==> config.mk <==
export PLATFORM = sky130hd
export DESIGN_NAME = expression_lexer
export DESIGN_NICKNAME = d
export VERILOG_FILES = /design/src/hdl/elx_pkg.sv /design/src/hdl/elx_step.sv /design/src/hdl/elx_outq.sv /design/src/hdl/expression_lexer.sv
export SDC_FILE = /design/constraint.sdc
export NUM_CORES = 1
export LEC_CHECK = 0
export ABC_AREA = 1
export BUFFER_PORTS_ARGS = -buffer_cell sky130_fd_sc_hd__clkbuf_2
export CAP_MARGIN = 0
export CORE_ASPECT_RATIO = 1.75
export CORE_MARGIN = 1.5
export CORE_UTILIZATION = 44
export CTS_CLUSTER_DIAMETER = 150
export DETAILED_ROUTE_END_ITERATION = 6
export GPL_TIMING_DRIVEN = 1
export SLEW_MARGIN = 20
export SYNTH_ARGS = -nofsm -noshare
export SYNTH_HDL_FRONTEND = slang
export SYNTH_SLANG_ARGS = --single-unit
==> constraint.sdc <==
create_clock -name clk -period 9.2 [get_ports clk]
set_clock_uncertainty 0.1 [all_clocks]
set_input_delay 2.3 -clock clk [delete_from_list [all_inputs] [get_ports clk]]
set_output_delay 2.3 -clock clk [all_outputs]
set_load 0.05 [all_outputs]
==> src/hdl/elx_pkg.sv <==
// ----------------------------------------------------------------------------
// elx_pkg
// Shared types, character codes and tables of the expression lexer.
// ----------------------------------------------------------------------------
package elx_pkg;

  localparam int FRAC_DIGITS_DEF = 10;
  localparam int FRAC_CNT_W      = 4;
  localparam int INT_W           = 31;
  localparam int FRAC_W          = 32;
  localparam int OQ_DEPTH        = 4;

  localparam logic [INT_W-1:0] INT_MAX = {INT_W{1'b1}};

  localparam logic [7:0] CH_TAB        = 8'h09;
  localparam logic [7:0] CH_CR         = 8'h0D;
  localparam logic [7:0] CH_SPACE      = 8'h20;
  localparam logic [7:0] CH_OPEN       = 8'h28;
  localparam logic [7:0] CH_CLOSE      = 8'h29;
  localparam logic [7:0] CH_DOT        = 8'h2E;
  localparam logic [7:0] CH_ZERO       = 8'h30;
  localparam logic [7:0] CH_NINE       = 8'h39;
  localparam logic [7:0] CH_UPPER_A    = 8'h41;
  localparam logic [7:0] CH_UPPER_Z    = 8'h5A;
  localparam logic [7:0] CH_UNDERSCORE = 8'h5F;
  localparam logic [7:0] CH_LOWER_A    = 8'h61;
  localparam logic [7:0] CH_LOWER_Z    = 8'h7A;

  typedef enum logic [2:0] {
    MODE_IDLE  = 3'd0,
    MODE_IDENT = 3'd1,
    MODE_INT   = 3'd2,
    MODE_DOT   = 3'd3,
    MODE_FRAC  = 3'd4
  } mode_t;

  typedef enum logic [2:0] {
    TK_FINAL   = 3'd0,
    TK_IDENT   = 3'd1,
    TK_INT     = 3'd2,
    TK_FLOAT   = 3'd3,
    TK_BRACKET = 3'd4,
    TK_OPER    = 3'd5
  } tok_t;

  typedef struct packed {
    logic [7:0] char_code;
    logic       end_of_input;
  } in_beat_t;

  typedef struct packed {
    logic [2:0]        token_type;
    logic [INT_W-1:0]  int_value;
    logic [FRAC_W-1:0] frac_value;
    logic [7:0]        symbol;
    logic              is_open_bracket;
    logic              ident_first;
    logic              overflowed;
    logic              last;
  } out_beat_t;

  typedef struct packed {
    mode_t                 mode;
    logic [INT_W-1:0]      int_accum;
    logic [FRAC_W-1:0]     frac_accum;
    logic [FRAC_CNT_W-1:0] frac_cnt;
    logic                  sat;
  } lex_state_t;

  typedef struct packed {
    logic [1:0] n;
    out_beat_t  beat0;
    out_beat_t  beat1;
  } step_res_t;

  // round(10^-k * 2^32) for k = 1..9 at index k-1, zero for the rest
  function automatic logic [FRAC_W-1:0] pow10_q32(input logic [FRAC_CNT_W-1:0] idx);
    logic [FRAC_W-1:0] v;
    case (idx)
      4'd0:    v = 32'd429496730;
      4'd1:    v = 32'd42949673;
      4'd2:    v = 32'd4294967;
      4'd3:    v = 32'd429497;
      4'd4:    v = 32'd42950;
      4'd5:    v = 32'd4295;
      4'd6:    v = 32'd429;
      4'd7:    v = 32'd43;
      4'd8:    v = 32'd4;
      default: v = 32'd0;
    endcase
    return v;
  endfunction

  function automatic out_beat_t mk_beat(input tok_t tk, input logic [INT_W-1:0] ival,
                                        input logic [FRAC_W-1:0] frac, input logic [7:0] sym,
                                        input logic open, input logic first, input logic ovf);
    out_beat_t b;
    b.token_type      = tk;
    b.int_value       = ival;
    b.frac_value      = frac;
    b.symbol          = sym;
    b.is_open_bracket = open;
    b.ident_first     = first;
    b.overflowed      = ovf;
    b.last            = 1'b0;
    return b;
  endfunction

endpackage

==> src/hdl/elx_step.sv <==
// ----------------------------------------------------------------------------
// elx_step
// One lexer step: next scan state and up to two token beats per character.
// ----------------------------------------------------------------------------
module elx_step #(
  parameter int FRAC_DIGITS = elx_pkg::FRAC_DIGITS_DEF
) (
  input  elx_pkg::in_beat_t   item,
  input  elx_pkg::lex_state_t cur,
  output elx_pkg::lex_state_t nxt,
  output elx_pkg::step_res_t  res
);

  logic [7:0]                     c;
  logic                           is_sp;
  logic                           is_dig;
  logic                           is_let;
  logic [3:0]                     dig_val;
  logic [elx_pkg::INT_W+3:0]      int_mac;
  logic                           int_add_sat;
  logic [elx_pkg::INT_W-1:0]      int_add_val;
  logic [elx_pkg::FRAC_W+3:0]     frac_prod;
  logic [elx_pkg::FRAC_W+4:0]     frac_sum;
  logic [elx_pkg::FRAC_W-1:0]     frac_add_val;
  logic                           frac_room;
  elx_pkg::lex_state_t            st_state;
  logic                           st_emit;
  elx_pkg::out_beat_t             st_beat;
  logic                           pre_v;
  elx_pkg::out_beat_t             pre_b;
  logic                           use_start;
  logic                           fin;
  logic                           sec_v;
  elx_pkg::out_beat_t             sec_b;
  elx_pkg::lex_state_t            rst_state;

  // character classes and digit arithmetic
  always_comb begin
    c       = item.char_code;
    is_sp   = c inside {elx_pkg::CH_SPACE, [elx_pkg::CH_TAB:elx_pkg::CH_CR]};
    is_dig  = c inside {[elx_pkg::CH_ZERO:elx_pkg::CH_NINE]};
    is_let  = c inside {[elx_pkg::CH_UPPER_A:elx_pkg::CH_UPPER_Z],
                        [elx_pkg::CH_LOWER_A:elx_pkg::CH_LOWER_Z]};
    dig_val = 4'(c - elx_pkg::CH_ZERO);

    int_mac     = {4'd0, cur.int_accum} * (elx_pkg::INT_W+4)'(10)
                + (elx_pkg::INT_W+4)'(dig_val);
    int_add_sat = int_mac > (elx_pkg::INT_W+4)'(elx_pkg::INT_MAX);
    int_add_val = int_add_sat ? elx_pkg::INT_MAX : int_mac[elx_pkg::INT_W-1:0];

    frac_prod    = (elx_pkg::FRAC_W+4)'(dig_val)
                 * (elx_pkg::FRAC_W+4)'(elx_pkg::pow10_q32(cur.frac_cnt));
    frac_sum     = (elx_pkg::FRAC_W+5)'(cur.frac_accum) + (elx_pkg::FRAC_W+5)'(frac_prod);
    frac_add_val = (frac_sum[elx_pkg::FRAC_W+4:elx_pkg::FRAC_W] != '0) ?
                   {elx_pkg::FRAC_W{1'b1}} : frac_sum[elx_pkg::FRAC_W-1:0];
    frac_room    = 32'(cur.frac_cnt) < 32'(FRAC_DIGITS);
  end

  // character that opens a new token
  always_comb begin
    st_state      = cur;
    st_state.mode = elx_pkg::MODE_IDLE;
    st_emit       = 1'b0;
    st_beat       = '0;
    if (is_sp) begin
      st_emit = 1'b0;
    end else if (is_let || c == elx_pkg::CH_UNDERSCORE) begin
      st_state.mode = elx_pkg::MODE_IDENT;
      st_emit       = 1'b1;
      st_beat       = elx_pkg::mk_beat(elx_pkg::TK_IDENT, '0, '0, c, 1'b0, 1'b1, 1'b0);
    end else if (is_dig) begin
      st_state.mode       = elx_pkg::MODE_INT;
      st_state.int_accum  = elx_pkg::INT_W'(dig_val);
      st_state.frac_accum = '0;
      st_state.frac_cnt   = '0;
      st_state.sat        = 1'b0;
    end else if (c == elx_pkg::CH_DOT) begin
      st_state.mode       = elx_pkg::MODE_DOT;
      st_state.int_accum  = '0;
      st_state.frac_accum = '0;
      st_state.frac_cnt   = '0;
      st_state.sat        = 1'b0;
    end else if (c == elx_pkg::CH_OPEN || c == elx_pkg::CH_CLOSE) begin
      st_emit = 1'b1;
      st_beat = elx_pkg::mk_beat(elx_pkg::TK_BRACKET, '0, '0, 8'd0,
                                 c == elx_pkg::CH_OPEN, 1'b0, 1'b0);
    end else begin
      st_emit = 1'b1;
      st_beat = elx_pkg::mk_beat(elx_pkg::TK_OPER, '0, '0, c, 1'b0, 1'b0, 1'b0);
    end
  end

  // mode handling
  always_comb begin
    rst_state      = '0;
    rst_state.mode = elx_pkg::MODE_IDLE;
    nxt            = cur;
    pre_v          = 1'b0;
    pre_b          = '0;
    use_start      = 1'b0;
    fin            = 1'b0;
    if (item.end_of_input) begin
      fin = 1'b1;
      nxt = rst_state;
      case (cur.mode)
        elx_pkg::MODE_INT: begin
          pre_v = 1'b1;
          pre_b = elx_pkg::mk_beat(elx_pkg::TK_INT, cur.int_accum, '0, 8'd0,
                                   1'b0, 1'b0, cur.sat);
        end
        elx_pkg::MODE_FRAC: begin
          pre_v = 1'b1;
          pre_b = elx_pkg::mk_beat(elx_pkg::TK_FLOAT, cur.int_accum, cur.frac_accum,
                                   8'd0, 1'b0, 1'b0, cur.sat);
        end
        elx_pkg::MODE_DOT: begin
          pre_v = 1'b1;
          pre_b = elx_pkg::mk_beat(elx_pkg::TK_OPER, '0, '0, elx_pkg::CH_DOT,
                                   1'b0, 1'b0, 1'b0);
        end
        default: begin
          pre_v = 1'b0;
        end
      endcase
    end else begin
      case (cur.mode)
        elx_pkg::MODE_IDENT: begin
          if (is_let || is_dig || c == elx_pkg::CH_UNDERSCORE) begin
            pre_v = 1'b1;
            pre_b = elx_pkg::mk_beat(elx_pkg::TK_IDENT, '0, '0, c, 1'b0, 1'b0, 1'b0);
          end else begin
            use_start = 1'b1;
          end
        end
        elx_pkg::MODE_INT: begin
          if (is_dig) begin
            nxt.int_accum = int_add_val;
            nxt.sat       = cur.sat | int_add_sat;
          end else if (c == elx_pkg::CH_DOT) begin
            nxt.mode = elx_pkg::MODE_FRAC;
          end else begin
            pre_v     = 1'b1;
            pre_b     = elx_pkg::mk_beat(elx_pkg::TK_INT, cur.int_accum, '0, 8'd0,
                                         1'b0, 1'b0, cur.sat);
            use_start = 1'b1;
          end
        end
        elx_pkg::MODE_DOT: begin
          if (is_dig) begin
            nxt.mode = elx_pkg::MODE_FRAC;
            if (frac_room) begin
              nxt.frac_accum = frac_add_val;
              nxt.frac_cnt   = cur.frac_cnt + 4'd1;
            end
          end else begin
            pre_v     = 1'b1;
            pre_b     = elx_pkg::mk_beat(elx_pkg::TK_OPER, '0, '0, elx_pkg::CH_DOT,
                                         1'b0, 1'b0, 1'b0);
            use_start = 1'b1;
          end
        end
        elx_pkg::MODE_FRAC: begin
          if (is_dig) begin
            if (frac_room) begin
              nxt.frac_accum = frac_add_val;
              nxt.frac_cnt   = cur.frac_cnt + 4'd1;
            end
          end else begin
            pre_v     = 1'b1;
            pre_b     = elx_pkg::mk_beat(elx_pkg::TK_FLOAT, cur.int_accum, cur.frac_accum,
                                         8'd0, 1'b0, 1'b0, cur.sat);
            use_start = 1'b1;
          end
        end
        default: begin
          use_start = 1'b1;
        end
      endcase
      if (use_start) begin
        nxt = st_state;
      end
    end
  end

  // pack the beats, last flag on the final one
  always_comb begin
    sec_v = 1'b0;
    sec_b = '0;
    res   = '0;
    if (fin) begin
      sec_v = 1'b1;
      sec_b = elx_pkg::mk_beat(elx_pkg::TK_FINAL, '0, '0, 8'd0, 1'b0, 1'b0, 1'b0);
    end else if (use_start && st_emit) begin
      sec_v = 1'b1;
      sec_b = st_beat;
    end
    if (pre_v && sec_v) begin
      res.n          = 2'd2;
      res.beat0      = pre_b;
      res.beat1      = sec_b;
      res.beat1.last = 1'b1;
    end else if (pre_v) begin
      res.n          = 2'd1;
      res.beat0      = pre_b;
      res.beat0.last = 1'b1;
    end else if (sec_v) begin
      res.n          = 2'd1;
      res.beat0      = sec_b;
      res.beat0.last = 1'b1;
    end
  end

endmodule

==> src/hdl/elx_outq.sv <==
// ----------------------------------------------------------------------------
// elx_outq
// Token queue: takes up to two beats per cycle, gives one per handshake.
// ----------------------------------------------------------------------------
module elx_outq (
  input  logic                 clk,
  input  logic                 rst_n,
  input  logic                 push_en,
  input  elx_pkg::step_res_t   push,
  output logic                 room,
  output logic                 out_valid,
  input  logic                 out_ready,
  output elx_pkg::out_beat_t   out_data
);

  localparam int PTR_W = $clog2(elx_pkg::OQ_DEPTH);
  localparam int CNT_W = $clog2(elx_pkg::OQ_DEPTH + 1);

  elx_pkg::out_beat_t mem [elx_pkg::OQ_DEPTH];

  logic [PTR_W-1:0] wr_r;
  logic [PTR_W-1:0] wr_nxt;
  logic [PTR_W-1:0] rd_r;
  logic [PTR_W-1:0] rd_nxt;
  logic [CNT_W-1:0] cnt_r;
  logic [CNT_W-1:0] cnt_nxt;
  logic [1:0]       n_push;
  logic             pop;

  assign pop       = out_valid && out_ready;
  assign out_valid = cnt_r != '0;
  assign out_data  = mem[rd_r];
  assign room      = cnt_r <= CNT_W'(elx_pkg::OQ_DEPTH - 2);

  always_comb begin
    n_push  = push_en ? push.n : 2'd0;
    wr_nxt  = wr_r + PTR_W'(n_push);
    rd_nxt  = rd_r + PTR_W'(pop);
    cnt_nxt = cnt_r + CNT_W'(n_push) - CNT_W'(pop);
  end

  always_ff @(posedge clk) begin
    if (!rst_n) begin
      wr_r  <= '0;
      rd_r  <= '0;
      cnt_r <= '0;
    end else begin
      wr_r  <= wr_nxt;
      rd_r  <= rd_nxt;
      cnt_r <= cnt_nxt;
    end
  end

  always_ff @(posedge clk) begin
    if (n_push != 2'd0) begin
      mem[wr_r] <= push.beat0;
    end
    if (n_push == 2'd2) begin
      mem[wr_r + PTR_W'(1)] <= push.beat1;
    end
  end

endmodule

==> src/hdl/expression_lexer.sv <==
// ----------------------------------------------------------------------------
// expression_lexer
// Arithmetic expression tokenizer, one character beat in, token beats out.
// ----------------------------------------------------------------------------
// in_valid/in_ready carry one character or an end-of-input mark per beat.
// out_valid/out_ready carry token beats; a character causes zero, one or
// two tokens and the last token of each character has last set.
// A beat is held in the input register, then the lexer step writes its
// tokens into a four-entry token queue, from which they are taken.
// One character per cycle is sustained while each character gives at most
// one token and the receiver does not stall; a character that closes a
// number and opens another token gives two tokens, which leave the queue
// one per handshake. The rate is set by the single read port of the queue.
// Reset empties the input register and queue and returns the scanner to
// idle with the number accumulators cleared.
// When the receiver stalls, the queue fills; the lexer step waits until two
// entries are free and in_ready drops once the input register is held.
// FRAC_DIGITS sets how many fraction digits count toward a float.
// ----------------------------------------------------------------------------
module expression_lexer #(
  parameter int FRAC_DIGITS = elx_pkg::FRAC_DIGITS_DEF
) (
  input  logic               clk,
  input  logic               rst_n,
  input  logic               in_valid,
  output logic               in_ready,
  input  elx_pkg::in_beat_t  in_data,
  output logic               out_valid,
  input  logic               out_ready,
  output elx_pkg::out_beat_t out_data
);

  logic                in_vld_r;
  elx_pkg::in_beat_t   in_beat_r;
  elx_pkg::lex_state_t state_r;
  elx_pkg::lex_state_t state_nxt;
  elx_pkg::step_res_t  step_res;
  logic                room;
  logic                fire;

  assign fire     = in_vld_r && room;
  assign in_ready = !in_vld_r || fire;

  always_ff @(posedge clk) begin
    if (!rst_n) begin
      in_vld_r <= 1'b0;
    end else if (in_ready) begin
      in_vld_r <= in_valid;
    end
  end

  always_ff @(posedge clk) begin
    if (in_valid && in_ready) begin
      in_beat_r <= in_data;
    end
  end

  // all-zero state is idle with cleared accumulators
  always_ff @(posedge clk) begin
    if (!rst_n) begin
      state_r <= '0;
    end else if (fire) begin
      state_r <= state_nxt;
    end
  end

  elx_step #(
    .FRAC_DIGITS (FRAC_DIGITS)
  ) u_step (
    .item (in_beat_r),
    .cur  (state_r),
    .nxt  (state_nxt),
    .res  (step_res)
  );

  elx_outq u_outq (
    .clk       (clk),
    .rst_n     (rst_n),
    .push_en   (fire),
    .push      (step_res),
    .room      (room),
    .out_valid (out_valid),
    .out_ready (out_ready),
    .out_data  (out_data)
  );

endmodule
* After elaboration in Yosys (flattened, before gate mapping)
Memory sizes are Yosys's and may differ from the RTL's. A register that Yosys moved wholly into a read port is not among the register bits.
Cells that the tools add are included.
** Cells by class
- Equal/unequal tests :: 15
- Reduce and logical (&&, ||, !) cells :: 31
- $mul :: 2
- Muxes and demuxes :: 63
- Magnitude comparators :: 11
- Add/subtract/negate cells :: 9
- Bitwise gates (word level) :: 1
** Operator list (count)
- 78-bit 2-to-1 mux :: 10
- 78-bit case mux with 4 select lines :: 1
- 71-bit 2-to-1 mux :: 4
- 78-bit case mux with 3 select lines :: 1
- 80-bit 2-to-1 mux :: 2
- 77-bit 2-to-1 mux :: 2
- 76-bit 2-to-1 mux :: 2
- 36-bit 2-to-1 mux :: 3
- 31-bit 2-to-1 mux :: 3
- 79-bit 2-to-1 mux :: 1
- 70-bit 2-to-1 mux :: 1
- 68-bit 2-to-1 mux :: 1
- 32-bit by 36-bit adder with 37-bit output :: 1
- 4-bit by 32-bit multiplier with 36-bit output :: 1
- 35-bit by 4-bit adder with 35-bit output :: 1
- 35-bit by 31-bit > comparator with 1-bit output, second input constant :: 1
- 31-bit by 3-bit multiplier with 34-bit output, second input constant :: 1
- 8-bit by 6-bit == test with 1-bit output, second input constant :: 4
- 32-bit 2-to-1 mux :: 1
- 1-bit 2-to-1 mux :: 20
- 8-bit by 7-bit >= comparator with 1-bit output, second input constant :: 2
- 8-bit by 7-bit less-or-equal comparator with 1-bit output, second input constant :: 2
- 3-bit nonzero test :: 5
- 3-bit 2-to-1 mux :: 4
- 37 further kinds :: 58
** Storage, ports and cells
- Output and inout port bits :: 80
- Memories kept :: 2
- Logic and storage cells :: 145
- Bits in writable memories :: 312
- Bits in registers :: 88
- Bits of input ports :: 13
- Memory bits (read-only) :: 432
** Memories
- (no name shown) :: words 16, bits a word 27, read ports 1, clocked after Yosys merged registers in 1, wr ports 0, RTL line elx_pkg.sv:79 : case (idx)
- u_outq.mem :: words 4, bits a word 78, read ports 1, clocked after Yosys merged registers in 1, wr ports 2, RTL line elx_outq.sv:19 : elx_pkg::out_beat_t mem [elx_pkg::OQ_DEPTH];

* Longest topological paths before layout
- Depth in word-level cells :: 19
- Mapped depth :: 25
- Mapped depth without buffers :: 24

* By module
From an unflattened synthesis, not the netlist that was laid out.
** Unflattened totals
- Cells, all modules :: 4213
- Area total of the unflattened synthesis :: 31875.6 um^2
** Modules (own cells, without submodules)
- elx_outq :: sequential area each 9509.1 um^2, area an instance 15947.8 um^2, cells each 1590, instances 1
- elx_step :: sequential area each 0.0 um^2, area an instance 12487.0 um^2, cells each 2157, instances 1
- expression_lexer :: sequential area each 1711.6 um^2, area an instance 3440.8 um^2, cells each 466, instances 1

* Least setup slack after synthesis
Ideal clock, no wire load.
- Path kind :: register to register
- From :: reg in_beat_r[4] (netlist bit)
- To :: reg state_r[25] (netlist bit)
- Buffers on the path :: 3
- Slack :: 4.509 ns
- Period minus slack after synthesis :: 4.691 ns
- Cell stages (with the launch flop) :: 23
- Data required time :: 8.968 ns
- Data arrival time :: 4.459 ns
- Library setup time :: 0.132 ns
- Path through :: edfxtp_1 -> buf_4 -> clkbuf_1 -> nand2_1 -> fa_1 -> inv_1 -> fa_1 -> fa_1 -> ha_1 -> a21o_1 -> nor2_1 -> o21bai_1 -> a21boi_0 -> o21ai_2 -> nand3_1 -> nand2_1 -> nand2_1 -> nand3_1 -> clkbuf_2 -> inv_1 -> o21ai_0 -> nand2_1 -> a21oi_1
** On the way
- Longest elaborated chain between the ends :: 10
- Elaborated cells on any way between the ends :: 46
- Classes of those cells :: add/sub (2); mul (1); order compare (8); eq/ne (5); mux (15); reduce/logical (15)
** RTL lines
- start: declaration :: RTL line expression_lexer.sv:34 : elx_pkg::in_beat_t in_beat_r;
- start signal: assignment :: RTL line expression_lexer.sv:54 : in_beat_r <= in_data;
- 4-bit by 1-bit subtractor with 4-bit output, or another cell as far along :: RTL line elx_step.sv:44 : dig_val = 4'(c - elx_pkg::CH_ZERO);
- 4-bit by 32-bit multiplier with 36-bit output / 1-bit logical AND (equally long branches) :: RTL line elx_step.sv:52, elx_step.sv:42
- 32-bit by 36-bit adder with 37-bit output / 2-bit nonzero test (equally long branches) :: RTL line elx_step.sv:53, elx_step.sv:42
- 5-bit nonzero test / 1-bit logical OR (equally long branches) :: RTL line elx_step.sv:54, elx_step.sv:128
- 32-bit 2-to-1 mux / 1-bit logical OR (equally long branches) :: RTL line elx_step.sv:54, elx_step.sv:128
- 36-bit 2-to-1 mux / 1-bit 2-to-1 mux (equally long branches) :: RTL line elx_step.sv:151, elx_step.sv:164, elx_step.sv:128
- 36-bit 2-to-1 mux / 1-bit case mux with 3 select lines (equally long branches) :: RTL line elx_step.sv:163, elx_step.sv:126
- 36-bit 2-to-1 mux / 1-bit 2-to-1 mux (equally long branches)
- 71-bit 2-to-1 mux, or another cell as far along :: RTL line elx_step.sv:179 : if (use_start) begin
- 71-bit 2-to-1 mux / 7-bit AND reduction (equally long branches)
- end signal: assignment :: RTL line expression_lexer.sv:63 : state_r <= state_nxt;
- end: declaration :: RTL line expression_lexer.sv:35 : elx_pkg::lex_state_t state_r;
Several ways; a longest one is shown, not always the timed one. The select of a mux whose other input is x is not followed.
A chain may end at the register's enable or synchronous reset.

==> flow_summary.yaml <==
synth:
  synth_fp_nets: 3667
  synth_edf_count: 61
  yosysTopAreaCellShare_pct: 28.5
  synth_common_cells: "nand2_1, o21ai_0, nand3_1, inv_1, dfxtp_1"
  netlist_instances: 3451
  ys_seq_area_share_pct: 35.8
  synth_cell_type_count: 60
  ys_ff_latch: 420
  synth_largest_area_cell: "dfxtp_1"
  yosysMostFrequentCell: "nand2_1"
  synth_warnings: 0
  netlist_area_um2: 25200
  synth_ff_type: "dfxtp_1"
  yosys-top-cells-area: "dfxtp_1, o21ai_0, nand2_1"
  async_reset_ff_share_pct: 0
  avgSynthCellArea_um2: 7.31
timing:
  period_needed_ns: 6.14
  hold_violations: 0
  max_freq_mhz: 163
  final.period_utilization_pct: 66.7
  setup_viol: 0
  maxSlewHeadroom_pct: 25.0
  tightest_slew_ns: 1.12
  setup_ws_ns: 3.06
  rsz0062_at_grt: "false"
  tns_ns: 0
  slew_violations: 0
clock_network:
  cts_num_sinks: 420
  cts_tree: "yes"
  clkTransAtPathRegs_ns: 0.06
  htree_levels: 2
  cts.repair.resized: 0
  clockRootBuffer: "clkbuf_16"
  cts_made_buffers: 42
  ctsHoldBuffers: 0
  post_cts_buffers: 0
  cts_buffer_depth: 3
  insertion_delay_ns: 0.58
drt:
  vias: 24000
  drt_pre_antenna_iters: 6
  via_per_inst: 5.70
  wl_per_cell_um: 20.2
  drt.antenna.violating_nets: 0
  wl_um: 85100
  drcViolationCount: 0
  drt_iter0_drc: 1911
run_status:
  outcome: "completed"
grt:
  grt_usage_pct: 28.9
  use_met2_pct: 53.4
  overflow: 0
  grt_max_degree: 95
  gr-usage-met3_pct: 2.97
  grt_pass1_wl_um: 132000
  antenna_found_initial: 3
  grt-busiest-layer: "met2"
  grt_pass1_vias: 24000
  met1_usage_pct: 30.3
setup_path:
  cp.arrival_ns: 3.74
  crit_end: "out_data[0]"
  crit_fanout: 80
  crit_required_ns: 6.80
  rr_startpoint: "in_beat_r[3]"
  cpMostUsedCell: "buf_4"
  startpoint_type: "register"
  reg2reg_depth: 22
  critPathKind: "register to output port"
  end_kind: "output port"
  crit_family: "buffers and inverters"
  crit_chain: "buf_4, inv_2, buf_4, o21ai_0, o22ai_1, clkbuf_2"
  crit_buf_inv: 4
  slowest_stage: "buf_4"
  ff2ff_setup_slack_ns: 3.32
  crit_start: "u_outq.rd_r[1]"
  r2r-end: "state_r[25]"
  max_stage_delay_ns: 0.68
  critical_path_depth: 6
placement:
  portBuffers: 92
  dp_cells: 4136
  place.gp.congestion: 0.981
  dpl_worst_slack_ns: 3.36
  dp_hpwl_um: 58900
floorplan:
  die_area_um2: 58800
  row_count: 115
  start_util_pct: 44.7
  die_w_um: 184
  die_h_um: 320
  core_area_um2: 56400
  io_pins: 93
layout:
  nets: 3636
  final_cells: 4216
  multiInputGateArea_um2: 14000
  area_delta_synth_final_pct: 9.07
  final-seq-area_um2: 9020
  n_fill_cell: 5721
  drive_gt1_share_pct: 7.67
power_and_ir_drop:
  p_per_area_nw_per_um2: 238
  power.leakage_nw: 12.1
  ir_worst_vdd_uv: 218
run:
  drv_cap: 0
min_path:
  min_path_type: "register to register"
[flip-flops by register name, summed over array words and instances, names as in the netlist, named ones only]
signal and count:
in_vld_r 1, u_outq.mem 312, u_outq.wr_r 2, u_outq.rd_r 2, u_outq.cnt_r 3, in_beat_r 9, state_r 71
[power by group]
part           internal, W  switching [W]  total [W]
combinational     0.000686        0.00209    0.00277
clock              0.00102       0.000760    0.00178
sequential         0.00193      0.0000559    0.00199
total              0.00364        0.00290    0.00654
[routing by layer]
| metal | part of all wire (%) | up-vias | routed length (um) |
|---|---|---|---|
| li1 | - | 11500 | - |
| met1 | 36 | 11400 | 30700 |
| met2 | 52 | 852 | 44400 |
| met3 | 4.5 | 297 | 3820 |
| met4 | 7.2 | 0 | 6100 |
| met5 | 0 | - | 0 |
[cell usage in the layout (no fill, tap or decap), types with 4 or more instances in the layout]
| cell type | count |
|---|---|
| a21boi_0 | 6 |
| a21o_1 | 7 |
| a21oi_1 | 138 |
| a21oi_2 | 9 |
| a22oi_1 | 5 |
| a31oi_1 | 4 |
| buf_4 | 22 |
| clkbuf_1 | 9 |
| clkbuf_16 | 45 |
| clkbuf_2 | 93 |
| clkbuf_8 | 8 |
| clkinv_2 | 9 |
| dfxtp_1 | 357 |
| edfxtp_1 | 61 |
| fa_1 | 79 |
| ha_1 | 124 |
| inv_1 | 362 |
| inv_2 | 13 |
| nand2_1 | 590 |
| nand2_2 | 9 |
| nand2_4 | 8 |
| nand3_1 | 393 |
| nand3_2 | 6 |
| nand3b_1 | 7 |
| nand4_1 | 29 |
| nor2_1 | 318 |
| nor2_2 | 11 |
| nor2_4 | 5 |
| nor3_1 | 18 |
| o21a_1 | 4 |
| o21ai_0 | 496 |
| o21ai_1 | 6 |
| o21ai_2 | 6 |
| o22ai_1 | 106 |
| o31ai_1 | 6 |
| xnor2_1 | 10 |
| xor2_1 | 29 |
[metrics by stage]
stage          area, um2  utilization, %  power (W)  hold WS [ns]
6_report           27500            48.8    0.00654         0.377
5_1_grt            27500            48.8    0.00687         0.399
4_1_cts            27500            48.7    0.00659         0.374
3_5_place_dp       26100            46.2    0.00479         0.363
3_3_place_gp       26100            46.2    0.00478         0.349
2_1_floorplan      25200               -    0.00403         0.330
[final cells by class]
class	instances	share of cell area, %
Antenna cell	2	0.0182
Clock buffer	63	4.64
Inverter	379	5.20
Sequential cell	420	32.8
Multi-Input combinational cell	2463	51.1
Clock inverter	15	0.528
Timing Repair Buffer	114	2.27
Tap cell	760	3.46
[worst min path at each step]
stage | end | depth (start not counted) | from
2_1_floorplan | state_r[0] | 2 | state_r[0]
6_report | state_r[0] | 2 | state_r[0]
5_1_grt | u_outq.mem[2][15] | 2 | u_outq.mem[2][15]
3_3_place_gp | state_r[0] | 2 | state_r[0]
3_5_place_dp | state_r[0] | 2 | state_r[0]
4_1_cts | state_r[0] | 2 | state_r[0]
[worst register-to-register path: cells and delay by family, from the launching register on]
family	cells	cell delay [ns]
and+or+nand+nor	8	0.74
DFF	1	0.78
AOI/OAI and AO/OA	6	1.47
buffers and inverters	4	0.86
adders and majority gates	4	1.86
[kinds of logic (layout without fill, tap and decap cells)]
kind of cell             count (synthesis)  after routing  share of synthesized area, %
AND/OR/NAND/NOR                       1407           1407                          24.2
AO/OA/AOI/OAI                          813            813                          17.5
buffers and inverters                  568            571                          8.72
flip-flops                             420            420                          35.8
adder cells (fa/ha/maj)                203            203                          12.4
XOR/XNOR                                39             39                          1.35
multiplexers                             1              1                        0.0397
other                                    0              2                             0
Power figures use the tool's default switching activity.
